[config.mk]
export PLATFORM = sky130hd
export DESIGN_NAME = ptc_mul
export DESIGN_NICKNAME = d
export VERILOG_FILES = /design/src/rtl/ptc_pkg.sv /design/src/rtl/ptc_mul.sv
export SDC_FILE = /design/constraint.sdc
export NUM_CORES = 2
export LEC_CHECK = 0
export ABC_AREA = 0
export BUFFER_PORTS_ARGS = -buffer_cell sky130_fd_sc_hd__buf_4
export CAP_MARGIN = 20
export CORE_UTILIZATION = 30
export CTS_BUF_LIST = sky130_fd_sc_hd__clkbuf_4 sky130_fd_sc_hd__clkbuf_8 sky130_fd_sc_hd__clkbuf_16
export CTS_CLUSTER_SIZE = 40
export DETAILED_ROUTE_END_ITERATION = 16
export PLACE_DENSITY = 0.52
export SLEW_MARGIN = 10
export SYNTH_ARGS = -nofsm -noshare
export SYNTH_HDL_FRONTEND = slang
export SYNTH_SLANG_ARGS = --single-unit
[constraint.sdc]
create_clock -name clk -period 13.1 [get_ports clk]
set_input_delay 1.31 -clock clk [delete_from_list [all_inputs] [get_ports clk]]
set_output_delay 1.31 -clock clk [all_outputs]
set_load 0.05 [all_outputs]
[src/rtl/ptc_pkg.sv]
// ----------------------------------------------------------------------------
// Pressure/temperature compensation package
// Shared types, register indexes, fixed constants and extension helpers of
// the compensation datapath and its arithmetic units.
// ----------------------------------------------------------------------------
package ptc_pkg;

	// Configuration register indexes.
	localparam logic [1:0] CFG_TEMP    = 2'd0;
	localparam logic [1:0] CFG_PRESS_A = 2'd1;
	localparam logic [1:0] CFG_PRESS_B = 2'd2;
	localparam logic [1:0] CFG_PRESS_C = 2'd3;

	// Fixed constants of the compensation formulae.
	localparam logic [63:0] TEMP_OFFSET      = 64'd128000;
	localparam logic [63:0] PRESS_FULL_SCALE = 64'd1048576;
	localparam logic [63:0] PRESS_SCALE      = 64'd3125;
	localparam logic [63:0] ROUND_HALF       = 64'd128;
	localparam logic [63:0] P1_BIAS          = 64'h0000_8000_0000_0000;

	// Request to a shared arithmetic unit: operands are taken on start.
	typedef struct packed {
		logic        start;
		logic [63:0] op_a;
		logic [63:0] op_b;
	} ptc_op_req_t;

	// Response of a shared arithmetic unit: value is valid while done is high.
	typedef struct packed {
		logic        done;
		logic [63:0] value;
	} ptc_op_rsp_t;

	function automatic logic [63:0] sext16(input logic [15:0] v);
		return {{48{v[15]}}, v};
	endfunction

	function automatic logic [63:0] zext16(input logic [15:0] v);
		return {48'd0, v};
	endfunction

	function automatic logic [63:0] sext32(input logic [31:0] v);
		return {{32{v[31]}}, v};
	endfunction

endpackage

[src/rtl/ptc_mul.sv]
// ----------------------------------------------------------------------------
// Shared 64-bit multiplier
// Forms the low 64 bits of a 64 x 64 product with one 32 x 32 multiplier,
// accumulating the low-low, high-low and low-high partial products.
// ----------------------------------------------------------------------------
module ptc_mul (
	input  logic                clk,
	input  logic                arst_n,
	input  ptc_pkg::ptc_op_req_t req,
	output ptc_pkg::ptc_op_rsp_t rsp
);

	localparam logic [1:0] STEP_LL = 2'd0;
	localparam logic [1:0] STEP_HL = 2'd1;
	localparam logic [1:0] STEP_LH = 2'd2;

	logic        busy_q;
	logic        done_q;
	logic [1:0]  step_q;
	logic [63:0] a_q;
	logic [63:0] b_q;
	logic [63:0] acc_q;
	logic [31:0] x;
	logic [31:0] y;
	logic [63:0] pp;

	always_comb begin
		case (step_q)
			STEP_LL: begin
				x = a_q[31:0];
				y = b_q[31:0];
			end
			STEP_HL: begin
				x = a_q[63:32];
				y = b_q[31:0];
			end
			default: begin
				x = a_q[31:0];
				y = b_q[63:32];
			end
		endcase
		pp = {32'd0, x} * {32'd0, y};
	end

	always_ff @(posedge clk or negedge arst_n) begin
		if (!arst_n) begin
			busy_q <= 1'b0;
			done_q <= 1'b0;
			step_q <= STEP_LL;
		end else begin
			done_q <= busy_q && (step_q == STEP_LH);
			if (req.start) begin
				busy_q <= 1'b1;
				step_q <= STEP_LL;
			end else if (busy_q) begin
				if (step_q == STEP_LH) begin
					busy_q <= 1'b0;
				end else begin
					step_q <= step_q + 2'd1;
				end
			end
		end
	end

	// Only the low halves of the cross products reach the low 64 bits.
	always_ff @(posedge clk) begin
		if (req.start) begin
			a_q <= req.op_a;
			b_q <= req.op_b;
		end
		if (busy_q) begin
			if (step_q == STEP_LL) begin
				acc_q <= pp;
			end else begin
				acc_q <= acc_q + {pp[31:0], 32'd0};
			end
		end
	end

	assign rsp.done  = done_q;
	assign rsp.value = acc_q;

endmodule

==> metrics.md <==
| Metric | Value |
|---|---|
| WP buf/inv | 5 |
| Status | complete, no violations |
| Top-area cell type share of the netlist area | around 44% |
| Nets@finish | 5707 |
| Mapped cell area | roughly 41000 µm² |
| Clk_lat worst skew | 0.56 ns |
| Setup repair bufs after CTS | 0 |
| GRT Total Usage | approximately 20% |
| Seq/Total Area, Yosys | around 14% |
| CTS resizes | 0 |
| Post-DR wirelength/cell | between 20 and 25 µm |
| Placed cell count | roughly 6100 |
| Top cells by area, synth | fa_1 (44%), edfxtp_1 (14%), ha_1 (9.1%) |
| CTS tree | built |
| Full die area | roughly 140000 µm² |
| PortBufs | between 150 and 200 |
| GP Congestion | 0.960 |
| Clock skew | 0.0365 ns |
| Antenna violations before repair | 3 |
| Reg2Reg Depth | 33 |
| First-pass DRT Iterations | 6 |
| ANT nets after route | 0 |
| CTS root buf | clkbuf_16 |
| WHS | ~0.54 ns |
| Worst slew pin tran | ~1.1 ns |
| Setup crit end | acc_q[60] |
| CP max stage cell | mux2i_2 |
| Syn Nets | around 5600 |
| FFs w/ async S/R, synth | 2.04% |
| Final Hold Vio Count | 0 |
| TNS Setup | 0 ns |
| WP depth | 33 |
| DR iter-0 viols | ~2400 |
| Launch point of the critical path | step_q[1] |
| Clk buf depth | 2 |
| Setup slack, reg-to-reg | around 2.2 ns |
| Chip Width | 372 µm |
| Worst setup SP type | flop |
| Pins over their slew limit | 0 |
| CTS buffer count | 17 |
| Synth Instances | 4302 |
| Crit Path Max Fanout | 40 |
| Layout cell share with drive strength beyond 1 | a little under a tenth |
| # H-tree levels | 4 |
| CP required | about 13 ns |
| FILL cells | between 10000 and 15000 |
| Most common cell after layout, fill and taps aside | fa_1 |
| Most frequent cells in the layout | fa_1 (897), inv_1 (882), nand2_1 (723) |
| First-pass GRT wire length | about 210000 µm |
| DR vias/cell | about 5 |
| Synth area leader | fa_1 |
| Unrepaired setup endpoints after global routing | no |
| Worst min-delay path category | primary input to asynchronous set/reset pin |
| Die H | 372 µm |
| Vias in the first global route | ~32000 |
| Synth unique cells | ~70 |
| FMAX | 91.3 MHz |
| Max-Cap Viols | 0 |
| Starting Density | a little under a third |
| # hold bufs at CTS | 0 |
| Critical Path Max Stage Delay | between 0.9 and 1 ns |
| Hpwl dp | about 110000 µm |
| Crit. End Element | flop |
| Number of flops mapped to enable cells by yosys | between 150 and 200 |
| Ports | roughly 200 |
| Final Non-Filler Cells | around 6200 |
| Area delta synth->final | 10.4% |
| Final setup viols | 0 |
| CP Class | flop to flop |
| Yosys warns | 0 |
| Crit path DAT | ~11 ns |
| Largest net degree at the start of global routing | 83 |
| Cell repeated most along the worst path | ha_1 |
| Dominant synthesized flop cell | edfxtp_1 |
| Grt ovf | 0 |
| Crit path max-delay family | adder cells |
| End-of-flow core utilization | 33.4% |
| Residual DRC | 0 |
| Clock Pin Slew Worst Setup and Hold Paths | 0.12 ns |
| Vias post-DR | a little over 30000 |
| Final period util | between 80% and 90% |
| R2R Path Start | step_q[1] |
| Rows | ~140 |
| Relative slew slack | 24.0% |
| # clock sinks | 196 |
| FF-to-FF End | acc_q[60] |
| Register bit total from synthesis | around 200 |
| Synthesized area per cell | 9.55 µm² |
| Final WL | 139000 µm |
| Fin crit period | ~11 ns |
| Core area | about 140000 µm² |
worst min-delay path by stage:
stage                     startpoint        end  slack [ns]  depth (start not counted)
final                         arst_n  step_q[1]        0.54                          1
after floorplan            step_q[0]  step_q[0]        0.54                          2
after global routing          arst_n     done_q        0.53                          1
after detailed placement   step_q[0]  step_q[0]        0.63                          2
after global placement     step_q[0]  step_q[0]        0.62                          2
after CTS                     arst_n     done_q        0.49                          1
layout make-up:
| type | count | area, µm² | share of cell area [%] |
|---|---|---|---|
| antenna | 2 | 5.00 | 0.0110 |
| clock buffer | 17 | 425 | 0.938 |
| clock inverter | 15 | 218 | 0.480 |
| inverter | 882 | 3310 | 7.30 |
| multi-input combinational | 3017 | 31300 | 69.0 |
| sequential | 196 | 5870 | 12.9 |
| tap | 1781 | 2230 | 4.91 |
| timing repair buffer | 266 | 2030 | 4.47 |
cells by family (layout without fill, tap and decap cells):
group / after synthesis / in the layout / synth area share [%]
buf+inv: 1089 / 1180 / 9.98
compound gates: 314 / 314 / 5.02
xor+xnor: 89 / 89 / 1.90
flops: 196 / 196 / 14.3
other cells: 0 / 2 / 0
simple gates: 1293 / 1293 / 12.8
fa+ha+maj: 1196 / 1196 / 52.8
mux: 125 / 125 / 3.24
layer usage:
layer  global-route usage [%]  share of wire, %  wire, µm
met1                     28.8                44     60600
met5                        0             0.019        26
met2                     32.7                46     64100
met3                     3.36               7.9     10900
met4                     5.70               2.4      3390
flip-flops by register name, indices dropped and copies added (netlist names):
name,cells
step_q,2
busy_q,1
acc_q,64
done_q,1
a_q,64
b_q,64
synth_stat cells, types with 10 or more instances:
master    count
fa_1        897
inv_1       882
nand2_1     723
nor2_1      406
ha_1        299
edfxtp_1    192
clkbuf_1    190
a21oi_1     103
mux2_2       64
mux2i_1      60
o21ai_0      54
xnor2_1      53
and2_1       49
a21o_1       46
xor2_1       36
nand4_1      23
nor3_1       18
a31oi_1      15
nand2b_1     15
and3_1       14
nor2b_1      14
o21ai_1      13
nand3_1      12
o21bai_1     12
o21a_1       11
a211oi_1     10
worst register-to-register path, delay by kind of cell, from the launching register on:
| kind | cells | cell delay (ns) |
|---|---|---|
| adder cells (fa/ha/maj) | 11 | 4.43 |
| AND/OR/NAND/NOR | 3 | 0.74 |
| XOR/XNOR | 2 | 0.74 |
| flip-flops | 1 | 0.39 |
| AO/OA/AOI/OAI | 11 | 2.24 |
| buffers and inverters | 5 | 1.21 |
| multiplexers | 1 | 0.91 |
per-stage QoR:
| stage | instance area [µm²] | setup WS (ns) |
|---|---|---|
| after floorplan | 41100 | 3.15 |
| after global placement | 44600 | 1.82 |
| after detailed placement | 44700 | 2.17 |
| after CTS | 45300 | 2.10 |
| after global routing | 45400 | 1.56 |
| final | 45400 | 2.15 |
Power is left out: the tool's default activity adds up to more than one toggle a clock period on the data nets, which glitch-free logic cannot reach.
