$ cat config.mk
export PLATFORM = sky130hd
export DESIGN_NAME = ptc_div
export DESIGN_NICKNAME = d
export VERILOG_FILES = /design/src/rtl/ptc_pkg.sv /design/src/rtl/ptc_div.sv
export SDC_FILE = /design/constraint.sdc
export NUM_CORES = 1
export LEC_CHECK = 0
export BUFFER_PORTS_ARGS = -buffer_cell sky130_fd_sc_hd__buf_2
export CAP_MARGIN = 20
export CORE_MARGIN = 2
export CORE_UTILIZATION = 60
export CTS_CLUSTER_DIAMETER = 60
export DETAILED_ROUTE_END_ITERATION = 10
export PLACE_DENSITY = 0.84
export SLEW_MARGIN = 30
export SYNTH_ARGS = -nofsm -noshare
export SYNTH_HDL_FRONTEND = slang
export SYNTH_SLANG_ARGS = --single-unit
export TNS_END_PERCENT = 5
$ cat constraint.sdc
create_clock -name clk -period 5.14 [get_ports clk]
set_clock_uncertainty 0.15 [all_clocks]
set_input_delay 0.514 -clock clk [delete_from_list [all_inputs] [get_ports clk]]
set_output_delay 0.514 -clock clk [all_outputs]
set_load 0.005 [all_outputs]
$ cat src/rtl/ptc_pkg.sv
// ----------------------------------------------------------------------------
// Pressure/temperature compensation package
// Shared types, register indexes, fixed constants and extension helpers of
// the compensation datapath and its arithmetic units.
// ----------------------------------------------------------------------------
package ptc_pkg;

	// Configuration register indexes.
	localparam logic [1:0] CFG_TEMP    = 2'd0;
	localparam logic [1:0] CFG_PRESS_A = 2'd1;
	localparam logic [1:0] CFG_PRESS_B = 2'd2;
	localparam logic [1:0] CFG_PRESS_C = 2'd3;

	// Fixed constants of the compensation formulae.
	localparam logic [63:0] TEMP_OFFSET      = 64'd128000;
	localparam logic [63:0] PRESS_FULL_SCALE = 64'd1048576;
	localparam logic [63:0] PRESS_SCALE      = 64'd3125;
	localparam logic [63:0] ROUND_HALF       = 64'd128;
	localparam logic [63:0] P1_BIAS          = 64'h0000_8000_0000_0000;

	// Request to a shared arithmetic unit: operands are taken on start.
	typedef struct packed {
		logic        start;
		logic [63:0] op_a;
		logic [63:0] op_b;
	} ptc_op_req_t;

	// Response of a shared arithmetic unit: value is valid while done is high.
	typedef struct packed {
		logic        done;
		logic [63:0] value;
	} ptc_op_rsp_t;

	function automatic logic [63:0] sext16(input logic [15:0] v);
		return {{48{v[15]}}, v};
	endfunction

	function automatic logic [63:0] zext16(input logic [15:0] v);
		return {48'd0, v};
	endfunction

	function automatic logic [63:0] sext32(input logic [31:0] v);
		return {{32{v[31]}}, v};
	endfunction

endpackage

$ cat src/rtl/ptc_div.sv
// ----------------------------------------------------------------------------
// Shared signed 64-bit divider
// Restoring division of magnitudes, one quotient bit per cycle, with the
// sign applied in a final step. The quotient truncates toward zero.
// ----------------------------------------------------------------------------
module ptc_div (
	input  logic                clk,
	input  logic                arst_n,
	input  ptc_pkg::ptc_op_req_t req,
	output ptc_pkg::ptc_op_rsp_t rsp
);

	localparam int unsigned STEPS = 64;
	localparam int unsigned CNT_W = $clog2(STEPS);

	logic             busy_q;
	logic             fix_q;
	logic             done_q;
	logic [CNT_W-1:0] cnt_q;
	logic             neg_q;
	logic [63:0]      rem_q;
	logic [63:0]      quo_q;
	logic [63:0]      den_q;
	logic [63:0]      res_q;
	logic [64:0]      trial;
	logic [64:0]      diff;
	logic             fits;
	logic             last;
	logic [63:0]      mag_a;
	logic [63:0]      mag_b;

	assign mag_a = req.op_a[63] ? (64'd0 - req.op_a) : req.op_a;
	assign mag_b = req.op_b[63] ? (64'd0 - req.op_b) : req.op_b;
	assign trial = {rem_q, quo_q[63]};
	assign diff  = trial - {1'b0, den_q};
	assign fits  = !diff[64];
	assign last  = (cnt_q == CNT_W'(STEPS - 1));

	always_ff @(posedge clk or negedge arst_n) begin
		if (!arst_n) begin
			busy_q <= 1'b0;
			fix_q  <= 1'b0;
			done_q <= 1'b0;
			cnt_q  <= '0;
		end else begin
			done_q <= fix_q;
			fix_q  <= busy_q && last;
			if (req.start) begin
				busy_q <= 1'b1;
				cnt_q  <= '0;
			end else if (busy_q) begin
				cnt_q <= cnt_q + 1'b1;
				if (last) begin
					busy_q <= 1'b0;
				end
			end
		end
	end

	always_ff @(posedge clk) begin
		if (req.start) begin
			neg_q <= req.op_a[63] ^ req.op_b[63];
			rem_q <= '0;
			quo_q <= mag_a;
			den_q <= mag_b;
		end else if (busy_q) begin
			rem_q <= fits ? diff[63:0] : trial[63:0];
			quo_q <= {quo_q[62:0], fits};
		end
		if (fix_q) begin
			res_q <= neg_q ? (64'd0 - quo_q) : quo_q;
		end
	end

	assign rsp.done  = done_q;
	assign rsp.value = res_q;

endmodule

==> results_dict.tcl, run 1 <==
set metrics [dict create \
    finalHoldViolations 0 \
    yosys.area_share.simple 0.172 \
    min_path_cells 1 \
    fmax_mhz 212 \
    cts_hold_buf 1 \
    final_max_slew_viol_count 0 \
    gp_congestion 0.944 \
    cts.sinks 266 \
    finalCritPeriodShare 0.919 \
    synth_mux_area_frac 0.00543 \
    grt_pass1_vias 13942 \
    path_clk_slew_ps 60 \
    relSlewSlack 0.309 \
    synth_top_family_by_area "compound AO/OA/AOI/OAI gates" \
    rsz0062_at_grt "no" \
    syn_area_per_cell_um2 9.09 \
    irDropWorstVdd_uv 325 \
    antenna_left 0 \
    cts_setup_buffers 0 \
    p_comb_frac 0.382 \
    final_common_cell "nand2_1" \
    r2r_start "quo_q[63]" \
    drt-total-wl_mm 41.7 \
    syn_area_um2 17500 \
    ff2ff_setup_slack_ps 420 \
    core_area_um2 28700 \
    syn_to_final_growth_pct 13.2 \
    ys_types 69 \
    drive_above_1_share 0.143 \
    power_frac_clock 0.267 \
    layout.nets 2270 \
    cp.required_ps 5470 \
    vias 14947 \
    swShare 0.370 \
    reg2reg_depth 14 \
    min_period_ps 4720 \
    finalSetupTns_ps 0 \
    arrival_ps 5060 \
    via_per_inst 6.03 \
    synth_ff_type "edfxtp_1" \
    cap_violations 0 \
    die_h_um 175 \
    tightest_slew_ps 1040 \
    endpoint "rem_q[58]" \
    post_cts_resized 0 \
    synthAdderAreaFrac 0.0497 \
    firstDrtPassIters 5 \
    die_width_um 175 \
    drt_iter0_markers 1432 \
    final_cell_mix "nand2_1, edfxtp_1, nor2_1, buf_2" \
    clock-root-buffer "clkbuf_16" \
    io_pins 196 \
    instances_no_fill 2478 \
    outcome "complete, no violations" \
    synth_seq_area_share 0.417 \
    dp.cells 2421 \
    antenna_found_initial 0 \
    yosysWarnings 0 \
    synth_edf_count 193 \
    leakagePower_nw 7.73 \
    crit_path_max_fanout 4 \
    die_area_um2 30600 \
    start_kind "flip-flop" \
    internal_power_w 0.00531 \
    numCtsBuffers 30 \
    wl_per_cell_um 16.8 \
    path_class "flip-flop to flip-flop" \
    finalSetupViolations 0 \
    synth_nets 2126 \
    htreeDepth 1 \
    cts_tree "built" \
    antenna_cells 0 \
    hp-class "input pin to flip-flop" \
    ys_seq_elements 266 \
    critPathLaunch "quo_q[63]" \
    synth_xor_area_frac 0.123 \
    grtUsageTotal 0.264 \
    synth-compound-area-share 0.191 \
    grt_max_degree 204 \
    p_switching_w 0.00312 \
    p_seq_frac 0.352 \
    syn-instance-count 1926 \
    grt_pass1_wl_mm 67.0 \
    dp_hpwl_mm 30.2 \
    clockBufferDepth 3 \
    critPathCaptureType "flip-flop" \
    port_buffers 195 \
    postSynth.asyncResetShare 0.0338 \
    insertion_delay_ps 580 \
    drcViolationCount 0 \
    p_per_area_nw_per_um2 426 \
    grt_overflow_total 0 \
    r2r-end "rem_q[58]" \
    initial_utilization 0.610 \
    num_rows 62 \
]
worst max-delay path, cell delays in order (launching register included):
cell and delay, ps:
edfxtp_1 420, inv_1 70, ha_1 230, fa_1 400, nand2b_1 190, a21oi_1 220, nor2b_1 120, o41ai_1 670
o311ai_0 360, a211oi_1 350, a2111oi_0 170, o311ai_1 540, nand4_1 180, mux2_2 290, a311oi_1 250
metal layers:
metal	vias to the layer above	global-route usage	wire [um]
met1	7007	0.363	18400
met4	0	0.0722	1040
met3	69	0.0263	2690
met2	594	0.445	19500
li1	7277	-	-
met5	-	0	0
synthesized netlist by cell type, drive strengths merged, types with 3 or more instances:
cell	number	area share
inv	92	0.020
and2	3	0.0011
a31oi	10	0.0036
or2	15	0.0054
a221oi	3	0.0015
xor2	84	0.042
nor4	14	0.0054
o21bai	10	0.0043
clkbuf	91	0.020
nand3b	4	0.0017
nand3	11	0.0031
nor2	192	0.041
a21o	27	0.012
o41ai	27	0.015
mux2i	5	0.0029
edfxtp	193	0.33
or3	58	0.023
dfxtp	64	0.073
nand2	213	0.046
nor3	16	0.0046
dfrtp	9	0.013
ha	68	0.049
a211o	4	0.0020
o31ai	54	0.025
a211oi	18	0.0077
nand4	29	0.010
a311oi	44	0.022
o21a	8	0.0034
and3	6	0.0021
xnor2	162	0.081
or4	27	0.012
a21oi	161	0.046
o22ai	4	0.0014
nor2b	9	0.0032
nand2b	23	0.0086
o211ai	7	0.0030
mux2	4	0.0026
buf	6	0.0024
o21ai	126	0.036
final cells by class:
class | instances | area (um^2)
clock buffers | 39 | 858
clock inverters | 17 | 201
fillers | 2246 | 8890
inverters | 93 | 349
multi-input cells | 1470 | 9500
flip-flops and latches | 266 | 7310
well taps | 384 | 480
repair buffers | 209 | 1120
registers in the layout, summed over array words and instances, names as in the netlist:
| name | cells |
|---|---|
| quo_q | 64 |
| rem_q | 64 |
| res_q | 64 |
| done_q | 1 |
| busy_q | 1 |
| neg_q | 1 |
| cnt_q | 6 |
| fix_q | 1 |
| den_q | 64 |
logic make-up after synthesis:
| family | count (synthesis) |
|---|---|
| muxes | 9 |
| xor gates and xnor gates | 246 |
| and+or+nand+nor | 627 |
| AOI/OAI and AO/OA | 519 |
| buffers and inverters | 190 |
| adders and majority gates | 69 |
| DFF | 266 |
power by group through the flow:
stage          Sequential (W)  Clock, W  Combinational [W]
2_1_floorplan         0.00291         0            0.00243
3_3_place_gp          0.00298         0            0.00307
3_5_place_dp          0.00300         0            0.00313
4_1_cts               0.00296   0.00227            0.00316
5_1_grt               0.00301   0.00235            0.00357
6_report              0.00297   0.00225            0.00322
worst min path at each step:
| stage | slack (ps) | startpoint | end |
|---|---|---|---|
| finish | 60 | req[0] | den_q[0] |
| global route | 50 | req[0] | den_q[0] |
| CTS | 30 | req[0] | den_q[0] |
| detailed placement | 240 | arst_n | done_q |
| global placement | 230 | arst_n | done_q |
| floorplan | 70 | arst_n | busy_q |
metrics by stage:
stage	cell area (um^2)	total power (W)	worst slack (ps)	utilization	hold slack (ps)
finish	19800	0.00843	415	0.690	61.6
global route	19800	0.00893	83.0	0.690	46.9
CTS	19800	0.00840	463	0.690	32.9
detailed placement	18700	0.00613	500	0.653	240
global placement	18700	0.00605	665	0.653	235
floorplan	17500	0.00534	1210	-	68.4
Power figures use the tool's default switching activity.
==> inputs of run 2 (changes only) <==
- CORE_ASPECT_RATIO: not set -> 0.5
- GPL_TIMING_DRIVEN: not set -> 0
==> results_dict.tcl, run 2 (synthesis results as in run 1) <==
set metrics [dict create \
    outcome "complete, no violations" \
    clock-root-buffer "clkbuf_16" \
    vias 15761 \
    initial_utilization 0.607 \
    start_kind "flip-flop" \
    path_clk_slew_ps 70 \
    grt_overflow_total 0 \
    layout.nets 2350 \
    rsz0062_at_grt "yes" \
    grt_pass1_vias 14746 \
    hp-class "input pin to flip-flop" \
    finalCritPeriodShare 0.952 \
    finalSetupTns_ps 0 \
    p_comb_frac 0.406 \
    critPathCaptureType "flip-flop" \
    cts.sinks 266 \
    slowest_stage "a2111oi_0" \
    arrival_ps 5170 \
    die_width_um 246 \
    cts_tree "built" \
    p_per_area_nw_per_um2 417 \
    fmax_mhz 204 \
    finalSetupViolations 0 \
    p_seq_frac 0.356 \
    min_period_ps 4890 \
    port_buffers 193 \
    clockBufferDepth 3 \
    drt_iter0_markers 1528 \
    final_common_cell "nand2_1" \
    cp.required_ps 5420 \
    postLayoutCoreUtil 0.691 \
    drt-total-wl_mm 48.6 \
    tightest_slew_ps 888 \
    antenna_left 0 \
    grt_max_degree 40 \
    grt_pass1_wl_mm 76.4 \
    via_per_inst 6.15 \
    crit_chain "inv_1 -> ha_1 -> nand2_1 -> o21ai_0 -> nor2_1 -> a2111oi_0 -> a21boi_1 -> o31ai_2 -> xnor2_1 -> clkbuf_1 -> clkbuf_1 -> o211ai_1 -> o21ai_0 -> nor2_1" \
    path_class "flip-flop to flip-flop" \
    max_stage_delay_ps 700 \
    firstDrtPassIters 10 \
    die_area_um2 30600 \
    syn_to_final_growth_pct 13.9 \
    cap_violations 0 \
    die_h_um 125 \
    grtUsageTotal 0.310 \
    drive_above_1_share 0.131 \
    antenna_found_initial 0 \
    cts_setup_buffers 0 \
    final_max_slew_viol_count 0 \
    power_frac_clock 0.238 \
    num_rows 44 \
    irDropWorstVdd_uv 271 \
    final_cell_mix "nand2_1, buf_2, edfxtp_1, nor2_1, xnor2_1" \
    power.total_w 0.00832 \
    finalHoldViolations 0 \
    p_switching_w 0.00327 \
    dp_hpwl_mm 35.7 \
    core_area_um2 28800 \
    swShare 0.392 \
    numCtsBuffers 25 \
    dpl_cell_area_um2 19000 \
    gp_congestion 0.974 \
    leakagePower_nw 7.73 \
    crit_path_max_fanout 10 \
    wl_per_cell_um 19.0 \
    htreeDepth 1 \
    relSlewSlack 0.407 \
    io_pins 196 \
    drcViolationCount 0 \
    internal_power_w 0.00506 \
    insertion_delay_ps 560 \
    design_area_um2 19900 \
]
## run 2: through the flow
stage / setup WS, ps / cells / hold WS (ps)
global route: -96.8 / 2560 / 23.9
global placement: -35.5 / 2510 / 225
floorplan: 1210 / 1926 / 68.4
CTS: 95.1 / 2560 / 15.5
finish: 247 / 2563 / 35.5
detailed placement: -65.1 / 2513 / 227
## run 2: final timing paths
kind | endpoint | cells after the start | slack [ps] | start
max | rem_q[59] | 14 | 250 | den_q[23]
min | den_q[0] | 1 | 40 | req[0]
max reg2reg | rem_q[59] | 14 | 250 | den_q[23]
min reg2reg | rem_q[25] | 2 | 350 | rem_q[24]
max in group asynchronous | fix_q | 2 | 4390 | arst_n
min in group asynchronous | cnt_q[4] | 2 | 250 | arst_n
## run 2: power by group through the flow
stage	logic, W	clock network (W)	registers (W)
after floorplan	0.00243	0	0.00291
after global placement	0.00320	0	0.00298
after detailed placement	0.00324	0	0.00299
after CTS	0.00327	0.00199	0.00295
after global routing	0.00372	0.00208	0.00299
final	0.00338	0.00198	0.00297
## run 2: repair_timing
action | CTS | global route
hold buffers | 1 | 0
setup endpoints to repair | 1 | 18
endpoints found under the hold margin | 9 | 0
gates cloned | 0 | 0
gates resized for setup | 1 | 6
## run 2: area by class of cell
type / instances / area (um^2)
antenna: 3 / 7.51
buffer: 97 / 388
clock buffer: 34 / 699
clock inverter: 12 / 160
fill: 2327 / 8900
inverter: 93 / 349
multi-input combinational: 1470 / 9510
sequential: 266 / 7310
tap: 391 / 489
timing repair buffer: 197 / 1040
## run 2: routing by layer
metal,track usage,up-vias,routed length (um)
li1,-,7446,-
met1,0.437,7429,20700
met2,0.493,786,21900
met3,0.0470,100,4510
met4,0.0998,0,1440
met5,0,-,0
## run 2: critical path: cells and delay by family (launching register included)
family	cells	cell delay, ps
xor+xnor	1	270
flops	1	320
compound gates	6	2350
simple gates	3	290
fa+ha+maj	1	340
buf+inv	3	1040
